File: config.mk
export PLATFORM = sky130hd
export DESIGN_NAME = long_delay_compare_timer
export DESIGN_NICKNAME = d
export VERILOG_FILES = /design/src/design/ldct_pkg.sv /design/src/design/ldct_split.sv /design/src/design/long_delay_compare_timer.sv
export SDC_FILE = /design/constraint.sdc
export NUM_CORES = 1
export LEC_CHECK = 0
export BUFFER_PORTS_ARGS = -buffer_cell sky130_fd_sc_hd__buf_2
export CORE_MARGIN = 3
export CORE_UTILIZATION = 30
export CTS_BUF_LIST = sky130_fd_sc_hd__clkbuf_8
export DETAILED_ROUTE_END_ITERATION = 12
export PLACE_DENSITY = 0.5
export SYNTH_ARGS = -nofsm -noshare
export SYNTH_HDL_FRONTEND = slang
export SYNTH_SLANG_ARGS = --single-unit
File: constraint.sdc
create_clock -name clk_i -period 11.8 [get_ports clk_i]
set_input_delay 1.77 -clock clk_i [delete_from_list [all_inputs] [get_ports clk_i]]
set_output_delay 1.77 -clock clk_i [all_outputs]
set_load 0.03 [all_outputs]
File: src/design/ldct_pkg.sv
package ldct_pkg;

  // Operation codes carried in the op field of an input transaction.
  typedef enum logic [2:0] {
    OP_TICK       = 3'd0,
    OP_START      = 3'd1,
    OP_STOP       = 3'd2,
    OP_SET_DELAY  = 3'd3,
    OP_SET_MARKED = 3'd4,
    OP_CAPTURE    = 3'd5
  } op_e;

  localparam int unsigned DelayBits  = 32;
  localparam int unsigned ReportBits = 16;

  typedef struct packed {
    logic [2:0]           op;
    logic [DelayBits-1:0] delay;
  } in_t;

  typedef struct packed {
    logic                  fired;
    logic [ReportBits-1:0] count_now;
    logic [ReportBits-1:0] compare_now;
    logic [DelayBits-1:0]  remaining_now;
  } out_t;

endpackage

File: src/design/ldct_split.sv
// One split step of a long delay: move the compare base and trim the time left.
module ldct_split #(
  parameter int unsigned COUNTER_BITS = 16
) (
  input  logic [COUNTER_BITS-1:0]         base_i,
  input  logic [ldct_pkg::DelayBits-1:0]  left_i,
  output logic [COUNTER_BITS-1:0]         base_o,
  output logic [ldct_pkg::DelayBits-1:0]  left_o
);

  localparam int unsigned WideBits = ldct_pkg::DelayBits + 2;
  localparam logic [WideBits-1:0] Period    = WideBits'(1) << COUNTER_BITS;
  localparam logic [WideBits-1:0] TwoPeriod = WideBits'(1) << (COUNTER_BITS + 1);

  logic [WideBits-1:0]               left_wide;
  logic [ldct_pkg::DelayBits-1:0]    half;

  assign left_wide = WideBits'(left_i);
  assign half      = left_i >> 1;

  always_comb begin
    if (left_wide <= Period) begin
      // Fits in one counter period: finish here.
      base_o = base_i + left_i[COUNTER_BITS-1:0];
      left_o = '0;
    end else if (left_wide <= TwoPeriod) begin
      // Two periods at most: take half now, the rest at the next match.
      base_o = base_i + half[COUNTER_BITS-1:0];
      left_o = left_i - half;
    end else begin
      // Wait one full wrap.
      base_o = base_i;
      left_o = left_i - Period[ldct_pkg::DelayBits-1:0];
    end
  end

endmodule

File: src/design/long_delay_compare_timer.sv
// Channel | direction | handshake            | payload
// in      | input     | in_valid_i/in_stall_o  | ldct_pkg::in_t  (op, delay)
// out     | output    | out_valid_o/out_stall_i | ldct_pkg::out_t (fired, count,
//         |           |                      |   compare, remaining)
//
// Each transaction passes through the input register and then the result
// register; a new transaction is taken every cycle unless the input stalls.
// Timer state update is a single split-step pass: one per clock unless stalled.
// Reset clears the counter, compare base, time left, marker and run flag.
// The input side stalls only while an item waits in the input register and the
// result register is full and stalled.
module long_delay_compare_timer #(
  parameter int unsigned COUNTER_BITS = 16
) (
  input  logic           clk_i,
  input  logic           rst_ni,
  input  logic           in_valid_i,
  output logic           in_stall_o,
  input  ldct_pkg::in_t  in_data_i,
  output logic           out_valid_o,
  input  logic           out_stall_i,
  output ldct_pkg::out_t out_data_o
);

  localparam int unsigned DB = ldct_pkg::DelayBits;

  // Input register.
  logic           in_vld_q;
  ldct_pkg::in_t  in_q;

  // Result register.
  logic           out_vld_q;
  ldct_pkg::out_t out_q;

  // Timer state.
  logic [COUNTER_BITS-1:0] cnt_q, cnt_d;
  logic [COUNTER_BITS-1:0] base_q, base_d;
  logic [COUNTER_BITS-1:0] mark_q, mark_d;
  logic [DB-1:0]           left_q, left_d;
  logic                    run_q, run_d;
  logic                    fired;

  logic [COUNTER_BITS-1:0] cnt_inc;
  logic [COUNTER_BITS-1:0] split_base_in, split_base_out;
  logic [DB-1:0]           split_left_in, split_left_out;

  logic accept;
  logic advance;
  ldct_pkg::op_e op;

  // Advance the input item whenever the result register can take it.
  assign advance    = in_vld_q && (!out_vld_q || !out_stall_i);
  assign in_stall_o = in_vld_q && out_vld_q && out_stall_i;
  assign accept     = in_valid_i && !in_stall_o;

  assign op      = ldct_pkg::op_e'(in_q.op);
  assign cnt_inc = cnt_q + COUNTER_BITS'(1);

  // Pick what the split step works on for this op.
  always_comb begin
    split_base_in = base_q;
    split_left_in = in_q.delay;
    unique case (op)
      ldct_pkg::OP_TICK: begin
        split_left_in = left_q;
      end
      ldct_pkg::OP_START: begin
        split_base_in = '0;
      end
      ldct_pkg::OP_SET_MARKED: begin
        split_base_in = mark_q;
      end
      default: begin
      end
    endcase
  end

  ldct_split #(
    .COUNTER_BITS(COUNTER_BITS)
  ) u_split (
    .base_i(split_base_in),
    .left_i(split_left_in),
    .base_o(split_base_out),
    .left_o(split_left_out)
  );

  // Next timer state; unused op codes leave everything as it is.
  always_comb begin
    cnt_d  = cnt_q;
    base_d = base_q;
    mark_d = mark_q;
    left_d = left_q;
    run_d  = run_q;
    fired  = 1'b0;
    unique case (op)
      ldct_pkg::OP_TICK: begin
        if (run_q) begin
          cnt_d = cnt_inc;
          // A match is seen only when the counter steps onto the compare value.
          if (cnt_inc == base_q) begin
            if (left_q == '0) begin
              fired = 1'b1;
            end else begin
              base_d = split_base_out;
              left_d = split_left_out;
            end
          end
        end
      end
      ldct_pkg::OP_START: begin
        cnt_d  = '0;
        base_d = split_base_out;
        left_d = split_left_out;
        run_d  = 1'b1;
      end
      ldct_pkg::OP_STOP: begin
        run_d = 1'b0;
      end
      ldct_pkg::OP_SET_DELAY, ldct_pkg::OP_SET_MARKED: begin
        base_d = split_base_out;
        left_d = split_left_out;
      end
      ldct_pkg::OP_CAPTURE: begin
        mark_d = cnt_q;
      end
      default: begin
      end
    endcase
  end

  // Control and timer state.
  always_ff @(posedge clk_i or negedge rst_ni) begin
    if (!rst_ni) begin
      in_vld_q  <= 1'b0;
      out_vld_q <= 1'b0;
      cnt_q     <= '0;
      base_q    <= '0;
      mark_q    <= '0;
      left_q    <= '0;
      run_q     <= 1'b0;
    end else begin
      if (accept) begin
        in_vld_q <= 1'b1;
      end else if (advance) begin
        in_vld_q <= 1'b0;
      end
      if (advance) begin
        out_vld_q <= 1'b1;
        cnt_q     <= cnt_d;
        base_q    <= base_d;
        mark_q    <= mark_d;
        left_q    <= left_d;
        run_q     <= run_d;
      end else if (!out_stall_i) begin
        out_vld_q <= 1'b0;
      end
    end
  end

  // Payload registers; hold while stalled.
  always_ff @(posedge clk_i) begin
    if (accept) begin
      in_q <= in_data_i;
    end
    if (advance) begin
      out_q.fired         <= fired;
      out_q.count_now     <= ldct_pkg::ReportBits'(cnt_d);
      out_q.compare_now   <= ldct_pkg::ReportBits'(base_d);
      out_q.remaining_now <= left_d;
    end
  end

  assign out_valid_o = out_vld_q;
  assign out_data_o  = out_q;

endmodule

* Word-level counts from Yosys, hierarchy flattened
Cells that the tools add are included.
** Word-level totals
- Flip-flop bits (word level) :: 183
- Input port bits :: 39
** Cells by class
- Add/sub/neg operators :: 5
- Order comparisons :: 2
- Equality and inequality tests :: 7
- Muxes and demuxes :: 22
- Reduce and logical (&&, ||, !) cells :: 16
** Operators with widths (count)
- $mux 32 :: 6
- $mux 16 :: 6
- $pmux 16 s2 :: 3
- $pmux 32 s2 :: 1
- $add 16x16->16 :: 2
- $le 32x17->1 const B :: 1
- $le 32x18->1 const B :: 1
- $logic_not 32->1 :: 1
- $sub 32x17->32 const B :: 1
- $sub 32x31->32 :: 1
- $add 16x1->16 const B :: 1
- $eq 16x16->1 :: 1
- $eq 3x2->1 const B :: 2
- $eq 3x3->1 const B :: 2
- $mux 1 :: 5
- $logic_and 1x1->1 :: 4
- $reduce_and 2->1 :: 2
- $reduce_bool 2->1 :: 2
- $eq 3x1->1 const B :: 1
- $logic_not 1->1 :: 3
- $logic_not 3->1 :: 1
- $reduce_and 3->1 :: 1
- $reduce_or 3->1 :: 1
- $ne 2x1->1 const B :: 1
- other kinds (2) :: 2

* Logic depth before layout (Yosys ltp)
Gate-level depths: netlist (run 1).
- Word-level depth :: 9
- Gate-level depth with buffers :: 22
- Gate-level depth less buffers :: 16

* Cells and area by module
From an unflattened synthesis (run 1), not the netlist that was laid out.
** Second synthesis, totals
- Cell total of the unflattened synthesis :: 1598
- Area, all modules :: 14780.4 sq um
** Modules (own cells, without submodules)
- long_delay_compare_timer :: times used 1, cells an instance 937, area an instance 10358.7 sq um, seq. area each 5079.9 sq um
- ldct_split :: times used 1, cells an instance 661, area an instance 4421.7 sq um, seq. area each 0.0 sq um

* Worst setup path after synthesis (run 1)
Ideal clock, no wire load.
- Path type :: input-to-reg
- Start point :: input port out_stall_i
- End point :: register out_q (netlist bit out_data_o[0]), enable pin
- Library setup time :: 0.455 ns
- Data arrival time :: 4.422 ns
- Data required time :: 11.345 ns
- Path slack :: 6.923 ns
- Stages on the path :: 5
- Buffers on the path :: 2
- Cells stage by stage :: nand2_1 > nand2_1 > inv_1 > clkbuf_1 > clkbuf_1
** On the way
- Cells in the longest elaborated chain, start to end :: 3
** Ends and longest elaborated chain
- from (decl) :: RTL line long_delay_compare_timer.sv:21 : input logic out_stall_i,
- $logic_not 1->1
- $logic_or 1x1->1 :: RTL line long_delay_compare_timer.sv:52 : assign advance = in_vld_q && (!out_vld_q || !out_stall_i);
- $logic_and 1x1->1 :: RTL line long_delay_compare_timer.sv:52
- net advance :: RTL line long_delay_compare_timer.sv:48 : logic advance;
- to (decl) :: RTL line long_delay_compare_timer.sv:33 : ldct_pkg::out_t out_q;
The timed path passes the listed nets, and every way through them passes these cells.
A chain may end at the register's enable or synchronous reset.

* Worst setup path in the final report (run 1)
- Start point :: register in_q (netlist bit op[1])
- End point :: register out_q (netlist bit out_data_o[47]) (data pin)
** On the way
- Cells in the longest elaborated chain, start to end :: 9
- Elaborated cells on any way between the ends :: 17
** Ends and longest elaborated chain
- from (decl) :: RTL line long_delay_compare_timer.sv:29 : ldct_pkg::in_t in_q;
- from (signal assigned) :: RTL line long_delay_compare_timer.sv:163 : in_q <= in_data_i;
- $eq 3x3->1, or another cell as far along :: RTL line long_delay_compare_timer.sv:63, long_delay_compare_timer.sv:95
- $pmux 16 s2 or $mux 32 (tied branches) :: RTL line long_delay_compare_timer.sv:63 : unique case (op)
- $add 16x16->16 or $le 32x18->1 (tied branches) :: RTL line ldct_split.sv:28, ldct_split.sv:26
- $mux 16 :: RTL line ldct_split.sv:26 : end else if (left_wide <= TwoPeriod) begin
- $mux 16 :: RTL line ldct_split.sv:22 : if (left_wide <= Period) begin
- $mux 16 :: RTL line long_delay_compare_timer.sv:101 : if (left_q == '0) begin
- $mux 16 :: RTL line long_delay_compare_timer.sv:100 : if (cnt_inc == base_q) begin
- $mux 16 :: RTL line long_delay_compare_timer.sv:97 : if (run_q) begin
- $pmux 16 s2 (*) :: RTL line long_delay_compare_timer.sv:95 : unique case (op)
- net base_d[15] :: RTL line long_delay_compare_timer.sv:37 : logic [COUNTER_BITS-1:0] base_q, base_d;
Mark *: on every way through the listed nets, which the timed path passes. The rest lies on a longest branch.

==> results of run 1 <==
layout by cell type (no fill, tap or decap), types with 9 or more instances in the layout:
master and n:
sky130_fd_sc_hd__mux2i_1 44, sky130_fd_sc_hd__nand2_1 239, sky130_fd_sc_hd__nand3_1 43, sky130_fd_sc_hd__a31oi_1 16, sky130_fd_sc_hd__a21oi_1 77, sky130_fd_sc_hd__xor2_1 16, sky130_fd_sc_hd__nor2_1 87, sky130_fd_sc_hd__or3_1 9
sky130_fd_sc_hd__xnor2_1 82, sky130_fd_sc_hd__buf_2 104, sky130_fd_sc_hd__ha_1 45, sky130_fd_sc_hd__clkbuf_8 17, sky130_fd_sc_hd__edfxtp_1 100, sky130_fd_sc_hd__buf_4 16, sky130_fd_sc_hd__a21o_1 11, sky130_fd_sc_hd__nor3b_1 10
sky130_fd_sc_hd__o31ai_1 22, sky130_fd_sc_hd__nor3_1 42, sky130_fd_sc_hd__nor2b_1 12, sky130_fd_sc_hd__a211oi_1 13, sky130_fd_sc_hd__and3_1 18, sky130_fd_sc_hd__dfrtp_1 83, sky130_fd_sc_hd__inv_1 44, sky130_fd_sc_hd__o21ai_0 141
sky130_fd_sc_hd__mux2_2 40, sky130_fd_sc_hd__nor4_1 14, sky130_fd_sc_hd__nand4_1 20, sky130_fd_sc_hd__a22oi_1 17
critical path, delay by kind of cell, from the launching register on:
kind / cells / cell delay [ns]
AND/OR/NAND/NOR: 1 / 0.29
AO/OA/AOI/OAI: 7 / 1.31
flip-flops: 1 / 0.77
multiplexers: 2 / 1.08
adder cells (fa/ha/maj): 2 / 0.76
buffers and inverters: 2 / 1.19
XOR/XNOR: 2 / 0.35
stage by stage:
stage | util [%] | cell area [µm²] | setup WS, ns
2_1_floorplan | - | 13340 | 6.923
3_3_place_gp | 32.87 | 14280 | 6.020
3_5_place_dp | 32.87 | 14280 | 5.822
4_1_cts | 33.84 | 14700 | 5.744
5_1_grt | 33.84 | 14700 | 5.250
6_report | 33.84 | 14700 | 5.763
kinds of logic after synthesis:
| kind of cell | Yosys count | synth area share (%) |
|---|---|---|
| XOR/XNOR | 99 | 6.558 |
| buffers and inverters | 146 | 4.785 |
| adder cells (fa/ha/maj) | 51 | 4.691 |
| AND/OR/NAND/NOR | 540 | 18.85 |
| multiplexers | 89 | 7.280 |
| AO/OA/AOI/OAI | 405 | 19.75 |
| flip-flops | 183 | 38.09 |
state kept, by name (all words and copies together) (netlist names):
signal and cells:
op 3, out_valid_o 1, base_q 16, cnt_q 16
mark_q 16, left_q 32, in_q 32, in_vld_q 1
out_data_o 65, run_q 1
layer usage:
metal	GRT usage (%)	share of wire [%]
met4	7.480	2.6
met1	27.24	45
met2	32.41	47
met5	0	0
met3	2.890	5.3
cell type report:
class,instances,area (µm²),area share [%]
Sequential cell,183,5080,34.55
Clock inverter,15,187.7,1.276
Multi-Input combinational cell,1184,7644,51.98
Clock buffer,17,234.0,1.591
Inverter,49,186.4,1.268
Tap cell,585,732.0,4.978
Timing Repair Buffer,120,640.6,4.357
worst paths after layout:
check	start	slack (ns)	endpoint
hold reg to reg	in_vld_q	0.51	out_valid_o
setup / recovery	op[1]	5.76	out_data_o[47]
setup reg to reg	op[1]	5.76	out_data_o[47]
hold / removal	in_vld_q	0.51	out_valid_o
min in group asynchronous	rst_ni	1.08	left_q[10]
max in group asynchronous	rst_ni	9.43	left_q[15]
Yosys cell counts (all sizes together) (41+ instances only):
master	instances	area [µm²]
edfxtp	100	3003
nor3	44	230.2
dfrtp	83	2077
inv	47	176.4
o21ai	147	735.7
ha	45	563.0
a21oi	78	394.1
mux2	42	480.5
nor2	88	330.3
buf	41	244.0
nand2	240	900.9
clkbuf	56	210.2
mux2i	46	468.0
nand3	43	215.2
xnor2	83	734.5
report_power, final:
part / switching [mW] / internal [mW] / total (mW)
registers: 0.142 / 0.781 / 0.923
logic: 0.445 / 0.242 / 0.688
clock network: 0.282 / 0.197 / 0.479
total: 0.870 / 1.22 / 2.09
==> flow_results.org, run 1 <==
** Outcome
- The run finished with clean final reports.

** CTS
- Counting along the longest clock path gives a buffer depth of 2.
- CTS Root Cell :: sky130_fd_sc_hd__clkbuf_8
- Clock tree synthesis found a total of 183 sinks.
- The later pin in the worst-skew pair is clocked with a latency of 0.57 ns.
- Clock-pin slew was measured on the worst setup and hold paths at 0.12 ns.
- Once the clock tree was built, the resizer swapped 0 gates to a different size.
- The number of setup buffers added after CTS is 0.
- Clock tree from TritonCTS :: done
- Number of hold buffers added after cts :: 0
- Counting the buffers created by CTS gives 17.
- CTS built an H-tree with a depth of 4.

** Die
- The die is 216.8 µm tall.
- Number of core rows :: 76
- For this design the top-level I/O count stands at 106.
- In this run the standard cell core region covers between 40000 and 50000 µm².
- Initial Util :: 30.69%
- The die is about 220 µm wide.
- The floorplan step defined a die boundary enclosing 47020 µm².

** Worst setup path
- The largest individual stage delay along the critical path comes from the cell sky130_fd_sc_hd__mux2i_1.
- Setup crit start kind :: flop
- Arrival time at the worst endpoint :: 6.37 ns
- STA classifies the critical path endpoint as a flop.
- Top fanout value on the critical path :: 62
- Traced cell by cell, the critical path runs through nor3_4, buf_4, mux2i_1, inv_1, ha_1, a21o_1, a21o_1, a21o_1, a2bb2oi_1, a31oi_1, maj3_2, a311oi_1, xnor2_1, a22oi_2, xnor2_1, mux2_2.
- The worst setup path is of the flop to flop kind.
- Maximum cell stage delay along the critical path :: around 0.81 ns
- The most numerous cell type found on the critical path is sky130_fd_sc_hd__a21o_1.
- For the worst setup path, the data required time is 12.13 ns.
- Count of cells along the worst register-to-register path :: 16

** Synthesis
- Number of storage elements in the synthesis netlist :: 183
- In this run, synthesis inferred 100 flip-flops with an integrated enable.
- Synthesized Nets :: 1597
- Syn_area_per_cell :: between 8 and 9 µm²
- Cell area after synthesis :: around 13000 µm²
- Post-Synthesis Cells :: 1513
- For this run, the number of Yosys warnings is 0.
- The netlist uses 89 different library cells.
- For this run, asynchronously set or reset flops after synthesis account for a little under half.
- For this run, the leading register cell type out of synthesis is sky130_fd_sc_hd__edfxtp_1.
- After synthesis, flip-flops and latches occupy between 30% and 40% of the total area.

** Global routing
- Summed over all layers, the global routing overflow is 0.
- In the global route stage, overall resource usage came out at 20.02%.
- Via count of the first global-routing pass :: 11627
- Global-route wire length before repair :: 71.92 mm
- Antenna violations before repair :: 0
- Entering global routing, the biggest net connects 68 pins.

** Timing
- Maximum frequency from static timing analysis :: 0.1656 GHz
- After routing, the total negative slack on setup checks comes to 0 ns.
- Max Transition Viols Final :: 0
- Portion of the clock cycle consumed by the worst path in the final layout :: 51.16%
- Final Hold Vio Count :: 0
- Across all hold checks on the routed design, the worst slack comes to 0.5081 ns.
- Tightest slew margin relative to the limit :: 27.47%
- Setup repair after global routing left no endpoint under its margin.
- Tightest Pin Transition :: roughly 1.1 ns
- Minimum clock period :: 6.037 ns
- Count of endpoints failing setup in the final report :: 0
- Final clock skew :: 0.02800 ns

** Routing
- Final Routed Wirelength :: 46.92 mm
- ANT nets after route :: 0
- After detailed routing, the number of vias per cell comes to 5.521.
- Via Count :: 11887
- Initial DRC count :: 996
- Remaining routing DRC violations :: 0
- First-pass iteration count of the detailed router :: 8
- Post-detailed-route wirelength per cell :: roughly 22 µm

** Placed design
- During placement, the flow inserted port buffers numbering 105.
- Gp weighted congestion :: 0.8951
- Detailed placement finished with a half-perimeter wire length of 33.73 mm.
- Number of placed instances, taps included :: 2121

** Layout
- The number of antenna diodes in the final layout is 0.
- At the end of the flow, the number of nets in the layout was 1639.
- Area added between synthesis and finish :: 10.25%
- Counting the fill cells in the layout gives 4542.
- Non-Filler Instances :: 2153
- Cells with a size suffix above 1 make up around 15% of the layout.

** Min path
- Worst hold path class :: flop to flop
- Counting instances, the worst hold path has a depth of 1.

** Power
- P_leak :: 5.892 nW
- Post-layout total power :: 2.090 mW
- Power density relative to cell area :: 142.1 nW/µm²
- The worst-case IR drop observed on VDD is 84.64 µV.

** Run
- Across the run, the number of max-cap violations was 0.
Power figures use the tool's default switching activity.
==> inputs of run 2 (changes only) <==
--- a/config.mk
+++ b/config.mk
@@ -10,7 +10,7 @@
 export CORE_UTILIZATION = 30
 export CTS_BUF_LIST = sky130_fd_sc_hd__clkbuf_8
 export DETAILED_ROUTE_END_ITERATION = 12
-export PLACE_DENSITY = 0.5
+export PLACE_DENSITY = 0.51
 export SYNTH_ARGS = -nofsm -noshare
 export SYNTH_HDL_FRONTEND = slang
 export SYNTH_SLANG_ARGS = --single-unit
==> constraint.sdc (replaced) <==
create_clock -name clk_i -period 5.4 [get_ports clk_i]
set_input_delay 0.81 -clock clk_i [delete_from_list [all_inputs] [get_ports clk_i]]
set_output_delay 0.81 -clock clk_i [all_outputs]
set_load 0.03 [all_outputs]
==> run 2 against run 1 <==
- first-iteration DRC count decreased by 4.0%
- core utilization up 0.68 points
- global-route usage grew 0.085 points
- maximum frequency is 20% higher
- clock skew decreased by 0.0083 ns
- sequential share of layout area shrank 0.68 points
- non-clock buffer count rose by 45
- critical endpoint is now out_data_o[32]
==> flow_results.org, run 2 (synthesis results as in run 1) <==
** CTS
- Clock tree from TritonCTS :: done
- The number of buffers created by CTS was 17 (unchanged).
- The H-tree depth came to 4 (unchanged).
- Total clock sinks :: 183 (unchanged)
- Clk pin slew, worst setup/hold paths :: 0.11 ns (about the same)
- Number of hold buffers added after cts :: 0 (unchanged)
- The clock insertion delay at the later pin of the skew report came to 0.52 ns (-0.05 ns).
- The buffer levels on the longest clock path came to 2 (unchanged).
- The root buffer cell chosen for the clock tree is sky130_fd_sc_hd__clkbuf_8.

** Outcome
- The flow ran to the end, and the final reports show no timing, DRC or antenna violations.

** Timing
- Max Transition Viols Final :: 0 (unchanged)
- The accumulated negative setup slack is 0 ns (unchanged).
- Maximum frequency from static timing analysis :: 0.1986 GHz (+20%)
- Tightest Pin Transition :: 1.100 ns (+0.01216 ns)
- The remaining max-slew budget at the tightest pin came to 26.39% (-1.1 points).
- The final clock skew was 0.01974 ns (-0.008255 ns).
- The minimum clock period after layout came to 5.035 ns (-1.002 ns).
- The setup slack of the critical path after layout was 0.3646 ns (-5.398 ns).
- Portion of the clock cycle consumed by the worst path in the final layout :: 93.25% (+42 points)
- The count of endpoints failing hold in the final timing report came to 0 (unchanged).
- Count of endpoints failing setup in the final report :: 0 (unchanged)
- Setup repair after global routing missed its margin :: no

** Worst setup path
- Worst Setup SP :: op[2]
- The highest cell delay on the worst timing path came to 0.70 ns (-0.11 ns).
- Ordered cell list for the critical path :: nor3_4, buf_4, buf_4, mux2i_1, ha_1, nand4_1, nor4bb_2, a41o_2, buf_12, nand2_1, o21ai_0, a22oi_1, o2bb2a_1, o21ai_0
- Top fanout value on the critical path :: 27 (-56%)
- The startpoint identified for the worst register-to-register timing path is op[2].
- CP required :: 5.71 ns (-6.42 ns)
- WS Path Type :: flop to flop
- The largest individual stage delay along the critical path comes from the cell sky130_fd_sc_hd__edfxtp_1.
- Setup crit start kind :: flop
- Arrival time at the worst endpoint :: 5.34 ns (-1.03 ns)
- The worst setup path is captured at a flop.

** Die
- Initial Util :: 30.69% (unchanged)
- The core area is 43460 µm² (unchanged).
- Number of core rows :: 76 (unchanged)
- The horizontal extent of the die came to 216.8 µm (unchanged).
- The die area is 47020 µm² (unchanged).
- Die boundary height :: 216.8 µm (unchanged)
- The number of placed I/O pins is 106 (unchanged).

** Routing
- The DRC violation total after the first TritonRoute iteration is 956 (-4.0%).
- ANT nets after route :: 0 (unchanged)
- The total vias in the final route came to 12107 (+1.9%).
- The ratio of routed vias to standard cells is 5.508 (-0.23%).
- First-pass iteration count of the detailed router :: 7 (-1)
- The routed length per instance is 21.51 µm (-1.3%).
- Final Routed Wirelength :: 47.27 mm (+0.75%)
- Remaining routing DRC violations :: 0 (unchanged)

** Global routing
- The number of global-route vias before repair came to 11690 (+0.54%).
- The pin count of the biggest net entering global routing was 59 (-13%).
- The final global-route overflow total came to 0 (unchanged).
- Global-route wire length before repair :: 72.57 mm (+0.90%)
- Antenna violations before repair :: 0 (unchanged)
- The global-route usage over all layers came to 20.10% (+0.085 points).

** Layout
- Leaving out fill and tap cells, the most frequent cell in the layout is sky130_fd_sc_hd__nand2_1.
- The share of cells above drive strength 1 was 17.30% (+2.3 points).
- The area growth from synthesis to layout is 12.48%.
- The final layout net count was 1684 (+2.7%).
- Commonest cells after routing, fill and taps aside :: sky130_fd_sc_hd__nand2_1, sky130_fd_sc_hd__o21ai_0, sky130_fd_sc_hd__buf_2
- Flip-flop count of the largest register, all copies and words added :: 65 (unchanged)
- Antenna Diode Count :: 0 (unchanged)

** Placed design
- Gp weighted congestion :: 0.9111 (+1.8%)
- The placed wire-length estimate after detailed placement was 34.97 mm (+3.7%).
- Pre-CTS setup slack :: 0.2201 ns (-5.602 ns)
- Buffers on Ports :: 105 (unchanged)

** Power
- The power density over the cells came to 298.4 nW/µm² (+110%).
- Worst vdd ir :: 162.9 µV (+92%)
- P_leak :: 6.092 nW (+3.4%)

** Min path
- The tightest min-delay check is of the input pin to async pin type.

** Run
- The number of max-cap violations is 0 (unchanged).
## run 2: cell count changes in the layout (fill, tap and decap cells not counted), sizes merged
| cell | previous run | this run |
|---|---|---|
| clkinvlp | 1 | 3 |
| bufinv | 2 | 1 |
| inv | 54 | 53 |
| buf | 120 | 165 |
## run 2: cell type report
type,instances,area (µm²)
sequential,183,5080
fill,4558,28460
timing repair buffer,165,1003
clock inverter,15,115.1
multi-input combinational,1184,7650
inverter,49,186.4
tap,585,732.0
clock buffer,17,234.0
## run 2: critical path: cells and delay by family (launching register included)
family,cells,cell delay [ns]
AO/OA/AOI/OAI,5,1.45
buffers and inverters,3,0.91
flip-flops,1,0.70
multiplexers,1,0.52
adder cells (fa/ha/maj),1,0.27
AND/OR/NAND/NOR,4,0.96
## run 2: what timing repair did
action                                 CTS  global route
endpoints found under the hold margin    0             0
setup endpoints to repair                0             6
setup buffers                            0             0
gates resized for setup                  0             4
## run 2: routing by layer
metal,track usage (%),vias up,share of wire [%]
met1,27.46,5957,46
met2,33.52,389,48
met5,0,-,0
li1,-,5705,-
met4,5.132,0,2.1
met3,2.974,56,4.6
## run 2: path summary, 6_finish.rpt
kind | end | slack, ns | depth (start not counted)
max reg2reg | out_data_o[32] | 0.36 | 14
max in group asynchronous | cnt_q[14] | 4.02 | 2
min reg2reg | out_valid_o | 0.50 | 1
min in group clk_i | in_q[1] | 0.45 | 1
max | out_data_o[32] | 0.36 | 14
min | base_q[3] | 0.37 | 1
## run 2: where the power goes
| group | total [mW] | switching [mW] | internal (mW) | leakage [nW] |
|---|---|---|---|---|
| clock | 0.915 | 0.557 | 0.359 | 0.186 |
| sequential | 2.02 | 0.310 | 1.71 | 2.07 |
| combinational | 1.55 | 0.980 | 0.566 | 3.84 |
| total | 4.48 | 1.85 | 2.63 | 6.09 |
## run 2: stage by stage
| step | cell area, µm² | power (mW) | hold slack [ns] | std cells | util [%] |
|---|---|---|---|---|---|
| after floorplan | 13340 | 3.010 | 0.4503 | 1513 | - |
| after global placement | 14630 | 3.569 | 0.4658 | 2166 | 33.67 |
| after detailed placement | 14630 | 3.572 | 0.4759 | 2166 | 33.67 |
| after CTS | 14980 | 4.511 | 0.3592 | 2198 | 34.48 |
| after global routing | 15000 | 4.753 | 0.3880 | 2198 | 34.52 |
| final | 15000 | 4.477 | 0.3695 | 2198 | 34.52 |
==> inputs of run 3 (changes only) <==
--- a/config.mk
+++ b/config.mk
@@ -10,7 +10,8 @@
 export CORE_UTILIZATION = 30
 export CTS_BUF_LIST = sky130_fd_sc_hd__clkbuf_8
 export DETAILED_ROUTE_END_ITERATION = 12
-export PLACE_DENSITY = 0.51
+export PLACE_DENSITY_LB_ADDON = 0.1
+export REMOVE_ABC_BUFFERS = 1
 export SYNTH_ARGS = -nofsm -noshare
 export SYNTH_HDL_FRONTEND = slang
 export SYNTH_SLANG_ARGS = --single-unit
==> run 3 against run 2 <==
- die area stayed put
- final cell count is 0.59% higher
- global-route usage is 0.50 points higher
- non-clock buffer count is 12 higher
- wire length is 2.4% higher
- via count is 1.0% lower
- clock power is 10% higher
- first-iteration DRC count is 8.2% lower
- clock skew hardly changed
- count of clock-buffer cells in the layout is 1 higher
- critical path type unchanged
- largest power group unchanged
==> flow_results.org, run 3 (synthesis results as in run 1) <==
** Layout
- Final-layout fill cell count :: 4549 (-0.20%)
- Final design area excluding fillers :: 15160 µm² (+1.1%)
- Area added between synthesis and finish :: 13.67%
- Flip-flop count of the largest register, all copies and words added :: 65 (unchanged)
- Commonest cells after routing, fill and taps aside :: sky130_fd_sc_hd__nand2_1, sky130_fd_sc_hd__o21ai_0, sky130_fd_sc_hd__buf_2
- The share of cells above drive strength 1 came to 17.78% (+0.49 points).
- The final layout net count was 1696 (+0.71%).
- The sequential standard cell area is 5080 µm² (unchanged).
- Area used by multi-input combinational logic :: 7634 µm² (-0.21%)
- The number of non-filler instances in the completed layout came to 2211 (+0.59%).
- Leading cell type in the layout, fill and taps excluded :: sky130_fd_sc_hd__nand2_1
- The utilization of the core after routing is 34.88% (+0.37 points).

** Worst setup path
- The required time reported for the critical path endpoint was 5.74 ns (+0.03 ns).
- The flop-to-flop setup slack came to 0.56 ns (+0.20 ns).
- Among all stages on the critical path, the largest delay is contributed by sky130_fd_sc_hd__edfxtp_1.
- Traced cell by cell, the critical path runs through nor4b_1, nor2_1, inv_1, ha_1, inv_1, ha_1, nor4b_1, o221ai_1, a41oi_2, o21ai_1, a21oi_1, o21ai_1, a311o_1, xor2_1, a21oi_1, a21o_1.
- The highest cell delay on the worst timing path is 0.59 ns (-0.11 ns).
- Endpoint type of the worst setup path :: flop
- STA classifies the critical path startpoint as a flop.
- The critical path is of the flop to flop type.
- The highest net fanout along the worst path was 12 (-56%).
- The data arrival time of the critical path is 5.18 ns (-0.16 ns).

** Timing
- The transition time of the tightest slew-check pin came to 1.246 ns (+0.1454 ns).
- Setup repair after global routing missed its margin :: no
- Maximum frequency from static timing analysis :: 0.2066 GHz (+4.1%)
- The accumulated negative setup slack is 0 ns (unchanged).
- Final hold slack :: 0.3254 ns (-0.04411 ns)
- The setup slack of the critical path after layout was 0.5608 ns (+0.1961 ns).
- The minimum clock period after layout was 4.839 ns (-0.1961 ns).
- The count of endpoints failing hold in the final timing report is 0 (unchanged).
- Max Transition Viols Final :: 0 (unchanged)
- The ratio of final minimum period to clock period came to 89.62% (-3.6 points).
- The final clock skew was 0.01928 ns (-0.0004660 ns).
- The remaining max-slew budget at the tightest pin is 16.66% (-9.7 points).
- Count of endpoints failing setup in the final report :: 0 (unchanged)

** Die
- Die boundary width :: 216.8 µm (unchanged)
- The number of placement rows is 76 (unchanged).
- Total core area :: 43460 µm² (unchanged)
- Die Footprint :: 47020 µm² (unchanged)
- Initial Util :: 30.69% (unchanged)
- The number of placed I/O pins was 106 (unchanged).
- The y dimension of the die is 216.8 µm (unchanged).

** Global routing
- The number of global-route vias before repair came to 11551 (-1.2%).
- GRT Total Usage :: 20.60% (+0.50 points)
- The initial antenna violation count was 1 (+1).
- The global-route wire length before repair is 73.06 mm (+0.68%).
- Pin count of the biggest net entering global routing :: 57 (-3.4%)
- Global-route congestion overflow total :: 0 (unchanged)

** CTS
- The number of buffers inserted for hold repair after clock tree synthesis is 0 (unchanged).
- TritonCTS built the clock tree.
- The clock insertion delay at the later pin of the skew report came to 0.58 ns (+0.06 ns).
- The number of buffers created by CTS came to 17 (unchanged).
- The total setup buffers inserted after CTS came to 0 (unchanged).
- Total clock sinks :: 183 (unchanged)
- The tree is rooted in a sky130_fd_sc_hd__clkbuf_8.
- The post-cts gate resize count came to 0 (unchanged).
- The buffer levels on the longest clock path was 2 (unchanged).
- The H-tree depth was 4 (unchanged).
- The clock transition at the registers of the reported paths came to 0.11 ns (about the same).

** Routing
- First-pass iteration count of the detailed router :: 5 (-2)
- The routed length per instance is 21.89 µm (+1.8%).
- Avg Vias per Cell :: 5.421 (-1.6%)
- The DRC violation total after the first TritonRoute iteration is 878 (-8.2%).
- The DRC violations left is 0 (unchanged).
- ANT nets after route :: 0 (unchanged)
- The total routed wirelength is 48.40 mm (+2.4%).
- The total vias in the final route is 11985 (-1.0%).

** Placed design
- Gp weighted congestion :: 0.8747 (-4.0%)
- HPWL after DPL :: 35.82 mm (+2.4%)
- Buffers on Ports :: 105 (unchanged)
- Total placed instance area :: 14760 µm² (+0.89%)
- Number of placed instances, taps included :: 2178 (+0.55%)
- Pre-CTS setup slack :: 0.5125 ns (+0.2924 ns)

** Power
- The worst vdd rail ir drop is 174.5 µV (+7.1%).
- The total power is 4.586 mW (+2.4%).
- The static leakage came to 6.187 nW (+1.6%).
- The power density over the cells was 302.5 nW/µm² (+1.4%).

** Min path
- The tightest min-delay check is of the input pin to async pin type.

** Run
- Number of maximum-capacitance constraint violations :: 0 (unchanged)

** Outcome
- Run status :: finished clean
run 3: cell types whose count changed in the layout (fill, tap and decap cells not counted), moves of 2 or more:
| cell | previous run | this run |
|---|---|---|
| sky130_fd_sc_hd__inv_4 | 1 | 3 |
| sky130_fd_sc_hd__clkinv_2 | 5 | 2 |
| sky130_fd_sc_hd__clkinvlp_4 | 3 | 1 |
| sky130_fd_sc_hd__inv_8 | 0 | 2 |
| sky130_fd_sc_hd__buf_12 | 2 | 5 |
| sky130_fd_sc_hd__buf_4 | 59 | 68 |
run 3: layout make-up:
| cell class | instances | area share [%] |
|---|---|---|
| multi-input cells | 1184 | 50.36 |
| inverters | 49 | 1.230 |
| repair buffers | 177 | 7.461 |
| clock buffers | 18 | 1.634 |
| flip-flops and latches | 183 | 33.51 |
| diodes | 1 | 0.01651 |
| clock inverters | 14 | 0.9657 |
| well taps | 585 | 4.828 |
run 3: per-layer routing:
layer  global-route usage, %  part of all wire (%)  vias up
met3                   4.426                   5.0       67
met5                       0                     0        -
met1                   28.20                    47     5855
li1                        -                     -     5732
met4                   6.088                   2.5        0
met2                   32.83                    46      331
run 3: critical path: cells and delay by family (launching register included):
family | cells | cell delay, ns
AND/OR/NAND/NOR | 3 | 1.15
AO/OA/AOI/OAI | 8 | 1.87
buffers and inverters | 2 | 0.33
XOR/XNOR | 1 | 0.14
flip-flops | 1 | 0.59
adder cells (fa/ha/maj) | 2 | 0.53
run 3: path summary, 6_finish.rpt:
kind,depth (start not counted),startpoint,to
setup / recovery,16,op[2],out_data_o[30]
hold / removal,1,rst_ni,cnt_q[5]
setup reg to reg,16,op[2],out_data_o[30]
hold reg to reg,1,in_vld_q,out_valid_o
max in group asynchronous,2,rst_ni,mark_q[4]
min in group clk_i,1,in_data_i[28],in_q[28]
run 3: where the power goes:
| part | internal, mW | switching, mW | total (mW) | leakage (nW) |
|---|---|---|---|---|
| Sequential | 1.71 | 0.288 | 1.99 | 2.07 |
| Clock | 0.428 | 0.580 | 1.01 | 0.211 |
| Combinational | 0.578 | 1.01 | 1.58 | 3.91 |
